### src/hw/rtl/rhh_pkg.sv
// rhh_pkg: shared types, codes and constants for the robin hood hash map
// used by the datapath, controller, top level and checker; no dependencies
`timescale 1ns / 1ps

package rhh_pkg;

    localparam int DEF_CAPACITY   = 1024;
    localparam int DEF_INDEX_BITS = 20;
    localparam int KEY_W          = 64;
    localparam int COUNT_OUT_W    = 11;
    localparam logic [63:0] GOLDEN = 64'h9E37_79B9_7F4A_7C15;

    // operation codes carried in tuser of the request beat
    typedef enum logic [1:0] {
        FN_INSERT = 2'd0,
        FN_FIND   = 2'd1,
        FN_ERASE  = 2'd2,
        FN_CLEAR  = 2'd3
    } func_t;

    // result codes carried in tuser of the response beat
    typedef enum logic [2:0] {
        ST_INSERTED  = 3'd0,
        ST_UPDATED   = 3'd1,
        ST_FOUND     = 3'd2,
        ST_NOT_FOUND = 3'd3,
        ST_ERASED    = 3'd4,
        ST_FULL      = 3'd5,
        ST_RESERVED  = 3'd6
    } status_t;

    // table write data source
    typedef enum logic [1:0] {
        WR_CARRY  = 2'd0,
        WR_UPDATE = 2'd1,
        WR_SHIFT  = 2'd2,
        WR_ZERO   = 2'd3
    } wr_sel_t;

    // controller to datapath commands
    typedef struct packed {
        logic    load_in;
        logic    mul_step;
        logic    set_home;
        logic    advance;
        logic    swap;
        logic    shift_start;
        logic    shift_adv;
        logic    clr_start;
        logic    clr_step;
        logic    wr_en;
        logic    wr_pos;
        wr_sel_t wr_sel;
        logic    cnt_inc;
        logic    cnt_dec;
        logic    cnt_clr;
        logic    res_ld;
        status_t res_status;
        logic    res_found;
        logic    out_ld;
    } rhh_cmd_t;

    // datapath to controller status
    typedef struct packed {
        logic key_zero;
        logic mul_last;
        logic slot_empty;
        logic key_match;
        logic dist_gt;
        logic slot_dist_zero;
        logic n_last;
        logic count_full;
        logic sweep_last;
    } rhh_sts_t;

endpackage

### src/hw/rtl/rhh_ctrl.sv
// rhh_ctrl: request sequencer for hash, probe, insert, shift and clear sweeps
// depends on rhh_pkg
`timescale 1ns / 1ps

module rhh_ctrl (
    input  logic              clk,
    input  logic              rst_n,
    input  logic              in_valid,
    output logic              in_ready,
    input  logic [1:0]        in_func,
    output logic              out_valid,
    input  logic              out_ready,
    input  rhh_pkg::rhh_sts_t sts,
    output rhh_pkg::rhh_cmd_t cmd
);

    typedef enum logic [7:0] {
        S_IDLE   = 8'b0000_0001,
        S_CLEAR  = 8'b0000_0010,
        S_DECODE = 8'b0000_0100,
        S_MUL    = 8'b0000_1000,
        S_HOME   = 8'b0001_0000,
        S_RD     = 8'b0010_0000,
        S_EV     = 8'b0100_0000,
        S_DONE   = 8'b1000_0000
    } state_t;

    typedef enum logic [1:0] {
        M_LOC = 2'd0,
        M_INS = 2'd1,
        M_SHF = 2'd2
    } mode_t;

    state_t          state_reg, state_next;
    mode_t           mode_reg, mode_next;
    rhh_pkg::func_t  func_reg, func_next;
    logic            clr_op_reg, clr_op_next;
    logic            ovalid_reg, ovalid_next;
    logic            accept;

    assign in_ready  = (state_reg == S_IDLE);
    assign out_valid = ovalid_reg;
    assign accept    = in_valid && in_ready;

    // state registers
    always_ff @(posedge clk or negedge rst_n)
    begin
        if (!rst_n)
        begin
            state_reg  <= S_CLEAR;
            mode_reg   <= M_LOC;
            func_reg   <= rhh_pkg::FN_INSERT;
            clr_op_reg <= 1'b0;
            ovalid_reg <= 1'b0;
        end
        else
        begin
            state_reg  <= state_next;
            mode_reg   <= mode_next;
            func_reg   <= func_next;
            clr_op_reg <= clr_op_next;
            ovalid_reg <= ovalid_next;
        end
    end

    // next state and commands
    always_comb
    begin
        state_next  = state_reg;
        mode_next   = mode_reg;
        func_next   = func_reg;
        clr_op_next = clr_op_reg;
        ovalid_next = ovalid_reg && !out_ready;
        cmd         = '0;
        cmd.wr_sel  = rhh_pkg::WR_ZERO;
        cmd.res_status = rhh_pkg::ST_INSERTED;

        case (state_reg)
            S_IDLE:
            begin
                if (accept)
                begin
                    cmd.load_in = 1'b1;
                    func_next   = rhh_pkg::func_t'(in_func);
                    state_next  = S_DECODE;
                end
            end
            S_CLEAR:
            begin
                cmd.wr_en    = 1'b1;
                cmd.wr_sel   = rhh_pkg::WR_ZERO;
                cmd.clr_step = 1'b1;
                if (sts.sweep_last)
                begin
                    state_next  = clr_op_reg ? S_DONE : S_IDLE;
                    clr_op_next = 1'b0;
                end
            end
            S_DECODE:
            begin
                if (func_reg == rhh_pkg::FN_CLEAR)
                begin
                    cmd.cnt_clr    = 1'b1;
                    cmd.clr_start  = 1'b1;
                    cmd.res_ld     = 1'b1;
                    cmd.res_status = rhh_pkg::ST_INSERTED;
                    clr_op_next    = 1'b1;
                    state_next     = S_CLEAR;
                end
                else if (sts.key_zero)
                begin
                    cmd.res_ld     = 1'b1;
                    cmd.res_status = rhh_pkg::ST_RESERVED;
                    state_next     = S_DONE;
                end
                else
                begin
                    state_next = S_MUL;
                end
            end
            S_MUL:
            begin
                cmd.mul_step = 1'b1;
                if (sts.mul_last)
                begin
                    state_next = S_HOME;
                end
            end
            S_HOME:
            begin
                cmd.set_home = 1'b1;
                mode_next    = M_LOC;
                state_next   = S_RD;
            end
            S_RD:
            begin
                state_next = S_EV;
            end
            S_EV:
            begin
                state_next = S_DONE;
                case (mode_reg)
                    M_LOC:
                    begin
                        if (sts.slot_empty || sts.dist_gt)
                        begin
                            // key absent; insert may claim this slot directly
                            cmd.res_ld = 1'b1;
                            if (func_reg != rhh_pkg::FN_INSERT)
                            begin
                                cmd.res_status = rhh_pkg::ST_NOT_FOUND;
                            end
                            else if (sts.count_full)
                            begin
                                cmd.res_status = rhh_pkg::ST_FULL;
                            end
                            else if (sts.slot_empty)
                            begin
                                cmd.wr_en      = 1'b1;
                                cmd.wr_sel     = rhh_pkg::WR_CARRY;
                                cmd.cnt_inc    = 1'b1;
                                cmd.res_status = rhh_pkg::ST_INSERTED;
                            end
                            else
                            begin
                                cmd.wr_en   = 1'b1;
                                cmd.wr_sel  = rhh_pkg::WR_CARRY;
                                cmd.swap    = 1'b1;
                                cmd.advance = 1'b1;
                                cmd.res_status = rhh_pkg::ST_FULL;
                                if (!sts.n_last)
                                begin
                                    cmd.res_ld = 1'b0;
                                    mode_next  = M_INS;
                                    state_next = S_RD;
                                end
                            end
                        end
                        else if (sts.key_match)
                        begin
                            cmd.res_ld = 1'b1;
                            case (func_reg)
                                rhh_pkg::FN_FIND:
                                begin
                                    cmd.res_status = rhh_pkg::ST_FOUND;
                                    cmd.res_found  = 1'b1;
                                end
                                rhh_pkg::FN_INSERT:
                                begin
                                    cmd.wr_en      = 1'b1;
                                    cmd.wr_sel     = rhh_pkg::WR_UPDATE;
                                    cmd.res_status = rhh_pkg::ST_UPDATED;
                                end
                                default:
                                begin
                                    cmd.res_ld      = 1'b0;
                                    cmd.shift_start = 1'b1;
                                    mode_next       = M_SHF;
                                    state_next      = S_RD;
                                end
                            endcase
                        end
                        else if (sts.n_last)
                        begin
                            // probe bound reached with every slot occupied
                            cmd.res_ld     = 1'b1;
                            cmd.res_status = (func_reg == rhh_pkg::FN_INSERT) ?
                                             rhh_pkg::ST_FULL : rhh_pkg::ST_NOT_FOUND;
                        end
                        else
                        begin
                            cmd.advance = 1'b1;
                            state_next  = S_RD;
                        end
                    end
                    M_INS:
                    begin
                        cmd.res_ld = 1'b1;
                        if (sts.slot_empty)
                        begin
                            cmd.wr_en      = 1'b1;
                            cmd.wr_sel     = rhh_pkg::WR_CARRY;
                            cmd.cnt_inc    = 1'b1;
                            cmd.res_status = rhh_pkg::ST_INSERTED;
                        end
                        else
                        begin
                            cmd.wr_en      = sts.dist_gt;
                            cmd.wr_sel     = rhh_pkg::WR_CARRY;
                            cmd.swap       = sts.dist_gt;
                            cmd.advance    = 1'b1;
                            cmd.res_status = rhh_pkg::ST_FULL;
                            if (!sts.n_last)
                            begin
                                cmd.res_ld = 1'b0;
                                state_next = S_RD;
                            end
                        end
                    end
                    default:
                    begin
                        // backward shift of the run after the erased slot
                        cmd.wr_en  = 1'b1;
                        cmd.wr_pos = 1'b1;
                        if (sts.n_last || sts.slot_empty || sts.slot_dist_zero)
                        begin
                            cmd.wr_sel     = rhh_pkg::WR_ZERO;
                            cmd.cnt_dec    = 1'b1;
                            cmd.res_ld     = 1'b1;
                            cmd.res_status = rhh_pkg::ST_ERASED;
                        end
                        else
                        begin
                            cmd.wr_sel    = rhh_pkg::WR_SHIFT;
                            cmd.shift_adv = 1'b1;
                            state_next    = S_RD;
                        end
                    end
                endcase
            end
            S_DONE:
            begin
                if (!ovalid_reg || out_ready)
                begin
                    cmd.out_ld  = 1'b1;
                    ovalid_next = 1'b1;
                    state_next  = S_IDLE;
                end
            end
            default:
            begin
                state_next = S_IDLE;
            end
        endcase
    end

endmodule

### config.mk
export PLATFORM = sky130hd
export DESIGN_NAME = rhh_ctrl
export DESIGN_NICKNAME = d
export VERILOG_FILES = /design/src/hw/rtl/rhh_pkg.sv /design/src/hw/rtl/rhh_ctrl.sv
export SDC_FILE = /design/constraint.sdc
export NUM_CORES = 1
export LEC_CHECK = 0
export ABC_AREA = 1
export BUFFER_PORTS_ARGS = -buffer_cell sky130_fd_sc_hd__buf_2
export CORE_ASPECT_RATIO = 0.8
export CORE_MARGIN = 4
export CORE_UTILIZATION = 48
export CTS_CLUSTER_SIZE = 40
export DETAILED_ROUTE_END_ITERATION = 7
export MAX_ROUTING_LAYER = met4
export PLACE_DENSITY_LB_ADDON = 0.3
export SYNTH_ARGS = -nofsm -noshare
export SYNTH_HDL_FRONTEND = slang
export SYNTH_SLANG_ARGS = --single-unit
### constraint.sdc
create_clock -name clk -period 1.7 [get_ports clk]
set_input_delay 0.17 -clock clk [delete_from_list [all_inputs] [get_ports clk]]
set_output_delay 0.17 -clock clk [all_outputs]
set_load 0.02 [all_outputs]
; ---- Word-level counts from Yosys, hierarchy flattened
; Cells that the tools add are included.
[word_totals]
regBits = 14
input_bits = 15
out_inout_bits = 24
elab_cells = 150
[classes]
n_eq_ne = 23
n_mux = 103
n_reduce_logical = 19
[ops]
columns = op, n
row1 = 2-to-1 mux 8 bit, 15
row2 = case mux 8 bit (8 select lines), 1
row3 = 2-to-1 mux 1 bit, 46
row4 = 2-to-1 mux 2 bit, 17
row5 = 2-to-1 mux 4 bit, 7
row6 = 2-to-1 mux 3 bit, 6
row7 = inequality test 3 bit (second input constant), 6
row8 = case mux 2 bit (2 select lines), 4
row9 = case mux 4 bit (2 select lines), 2
row10 = case mux 8 bit (2 select lines), 1
row11 = == test 8 x 1 -> 1 bit (second input constant), 1
row12 = == test 8 x 2 -> 1 bit (second input constant), 1
row13 = == test 8 x 3 -> 1 bit (second input constant), 1
row14 = == test 8 x 4 -> 1 bit (second input constant), 1
row15 = == test 8 x 5 -> 1 bit (second input constant), 1
row16 = == test 8 x 6 -> 1 bit (second input constant), 1
row17 = == test 8 x 7 -> 1 bit (second input constant), 1
row18 = == test 8 bit (second input constant), 1
row19 = inequality test 2 bit (second input constant), 4
row20 = case mux 1 bit (2 select lines), 4
row21 = AND reduction 8 bit, 1
row22 = nonzero test 2 bit, 3
row23 = == test 2 x 1 -> 1 bit (second input constant), 2
row24 = zero test 2 bit, 2
row25 = other kinds (9), 16

; ---- Depth between registers and ports, before layout
[depth]
depth_word = 7
ltp_mapped = 11
depth_no_buf = 11

; ---- Least setup slack after synthesis
; Ideal clock, no wire load.
[synth_path]
kind = flip-flop to output port
start = register state_reg[2]
end = output cmd[3] (netlist bit)
arrival_time_ns = 1.450
t_required_ns = 1.530
slack_ns = 0.080
path_stages_with_launch = 6
n_path_buf = 0
path_cell_list = dfrtp_1 > nor2_2 > nand2_2 > nor2_4 > nand2_1 > o31ai_1
[synth_lines]
columns = item, line_no
row1 = "start, declared", rhh_ctrl.sv:34  ; state_t state_reg, state_next;
row2 = "start signal, assigned", rhh_ctrl.sv:58  ; state_reg <= state_next;
row3 = "end, declared", rhh_ctrl.sv:14  ; output rhh_pkg::rhh_cmd_t cmd

==> results.md <==
* Status: finished, violations left
* Fin. Hold Viols at 0
* CP startpoint kind: register
* Data arrival, critical path at 1670 ps
* Pre-antenna DRT Iters at 4
* Clock share of power at 0.120
* CTS H-tree depth at 1
* Dpl ws at 85.7 ps
* Reg clk slew, reported paths at 90 ps
* GRT Util Overall at 0.222
* Cell taking the most area after synthesis: dfrtp_1
* Port bufs at 38
* Clock Path Buffers at 2
* Max FFs per register at 8
* Die Y at 53.2 um
* Simple-gate share of the synthesized area at 0.501
* Peak VDD IR at 0.000895 V
* Min-Delay Path Class: in2reg
* Die Area at 3430 sq um
* Final Util at 0.800
* Most frequent cells in the layout: nand2_1 (49), buf_4 (24), buf_2 (23)
* Die Width at 64.5 um
* Clock Latency Late Sink at 300 ps
* Sw frac at 0.486
* Endpoints failing setup at 11
* Post-Synth XOR/XNOR Area at 0
* Failing checks: setup timing
* Initial Util at 0.502
* Largest fanout on the critical path at 3
* Crit-path cells: nor2_2 -> nand2_2 -> nor2_4 -> buf_6 -> o21ai_2 -> a21oi_1 -> buf_4
* GR Overflow Total at 0
* Vias in the first global route at 1326
* Drt via density at 5.25
* Ant diodes at 0
* Largest family of logic cells by synthesized area: simple AND/OR/NAND/NOR gates
* Nets at 276
* Starting DRC count in detailed routing at 95
* Sequential share of power at 0.250
* Num ports at 39
* Fin crit share at 1.08
* Switching power of the nets at 1.03 mW
* Worst-margin pin slew at 347 ps
* WS Path Type: reg2out
* Hold Path Depth at 2
* Post-synth cell types at 28
* Syn avg cell area at 6.25 sq um
* Antenna violations before repair at 0
* WL/cell at 14.6 um
* Share of layout cells above drive strength 1 at 0.512
* Commonest non-fill, non-tap cell in the layout: nand2_1
* Mux cell area share after synthesis at 0
* # placed instances at 273
* CTS tree: yes
* Rows at 16
* Syn nets at 211
* Synth Register Bits at 14
* Clock root cell: clkbuf_4
* Max Freq at 542 MHz
* LEAKAGE at 1.05 nW
* Setup ws final at -144 ps
* Total number of vias at 1554
* Tmin final at 1840 ps
* Adder-cell area share of the yosys netlist at 0
* Pin count of the biggest net entering global routing at 15
* Largest stage delay, worst path at 420 ps
* HPWL Detailed at 2660 um
* Critical path data required time at 1530 ps
* CTS buffer count at 3
* Area growth syn-to-layout at 59.4%
* Cells on worst reg2reg path at 10
* Slew HR at 0.769
* PD cells at 1090 nW/um^2
* Core region area at 2440 sq um
* Final GP Congestion at 0.926
* Unrepaired setup endpoints after global routing: true
* Post-synthesis compound-gate area fraction at 0.0940
* CTS sink cnt at 14
* Post-route ant nets at 0
* Seq/Total Area, Yosys at 0.287
* Yosys top cell area share at 0.266
* Pint at 1.09 mW
* Synth Instances at 196
* Post-Route WL at 4310 um
* Crit end category: output port
* Setup TNS at -718 ps
* Logic pwr share at 0.630
* Finished Layout Cells at 296
* Worst-path cell with the longest stage delay: dfrtp_1
* Dominant cells by area after synthesis: dfrtp_1 (27%), nand2_1 (18%), inv_1 (8.9%), nand3_1 (6.9%), nor2_1 (6.1%)
* Yosys warnings at 0
* First-pass GRT wire length at 5770 um
* Slew Limit Fails at 0
* # DRC at 0
* Max-cap violation count at 0
* Clk_skew at 2.17 ps
* Mapped Area at 1220 sq um
==> final cells by class <==
cell class,count,area [sq um]
flip-flops and latches,14,358
multi-input cells,145,921
fillers,178,489
clock buffers,4,36.3
well taps,36,45.0
inverters,36,138
repair buffers,61,455
==> layer usage <==
layer / track usage / wire length [um]
met1: 0.293 / 1660
met2: 0.361 / 2110
met3: 0.0531 / 442
met4: 0.0246 / 95
met5: - / 0
==> path summary, 6_finish.rpt <==
| check | startpoint | to | slack, ps |
|---|---|---|---|
| min | out_ready | out_valid | 60 |
| min in group asynchronous | rst_n | clr_op_reg | 300 |
| max in group asynchronous | rst_n | state_reg[1] | 1110 |
| max reg2reg | state_reg[6] | state_reg[7] | 110 |
| min reg2reg | clr_op_reg | clr_op_reg | 510 |
| max | state_reg[3] | cmd[2] | -140 |
==> stage by stage <==
step / hold WS [ps] / area [sq um] / power, mW
2_1_floorplan: -126 / 1220 / 1.16
3_3_place_gp: 90.9 / 1480 / 1.41
3_5_place_dp: 88.3 / 1480 / 1.41
4_1_cts: 65.9 / 1750 / 1.87
5_1_grt: 71.3 / 1950 / 2.25
6_report: 57.0 / 1950 / 2.12
==> cells in the mapped netlist, drive strengths merged <==
cell type,n
o2111ai,1
or2,2
o31ai,2
nor2,28
a31oi,1
nand3,17
nand3b,1
and3,1
nand4,3
nand2,65
buf,1
dfrtp,13
a21oi,3
inv,36
o21ai,11
o211ai,2
dfstp,1
nor3,8
==> what timing repair did <==
action                     in CTS  in global routing
resized for setup              47                 43
hold endpoints to repair       13                  0
cloned                          0                  0
buffers inserted                9                  9
setup endpoints to repair      14                 23
hold buffers                    1                  0
pin swaps                      16                 14
==> cell families (layout without fill, tap and decap cells) <==
kind of cell / count (synthesis) / in the layout
compound gates: 20 / 20
buf+inv: 37 / 101
simple gates: 125 / 125
flops: 14 / 14
==> critical path, delay by kind of cell (launching register included) <==
kind	cells	cell delay, ps
simple gates	3	420
flops	1	420
buf+inv	2	310
compound gates	2	220
==> power by group through the flow <==
stage	sequential, mW	combinational, mW	clock, mW
final	0.530	1.34	0.255
after detailed placement	0.512	0.898	0
after global routing	0.543	1.44	0.266
after global placement	0.508	0.901	0
after CTS	0.510	1.11	0.250
after floorplan	0.498	0.665	0
Note: power is estimated with default switching activity, not from simulation.
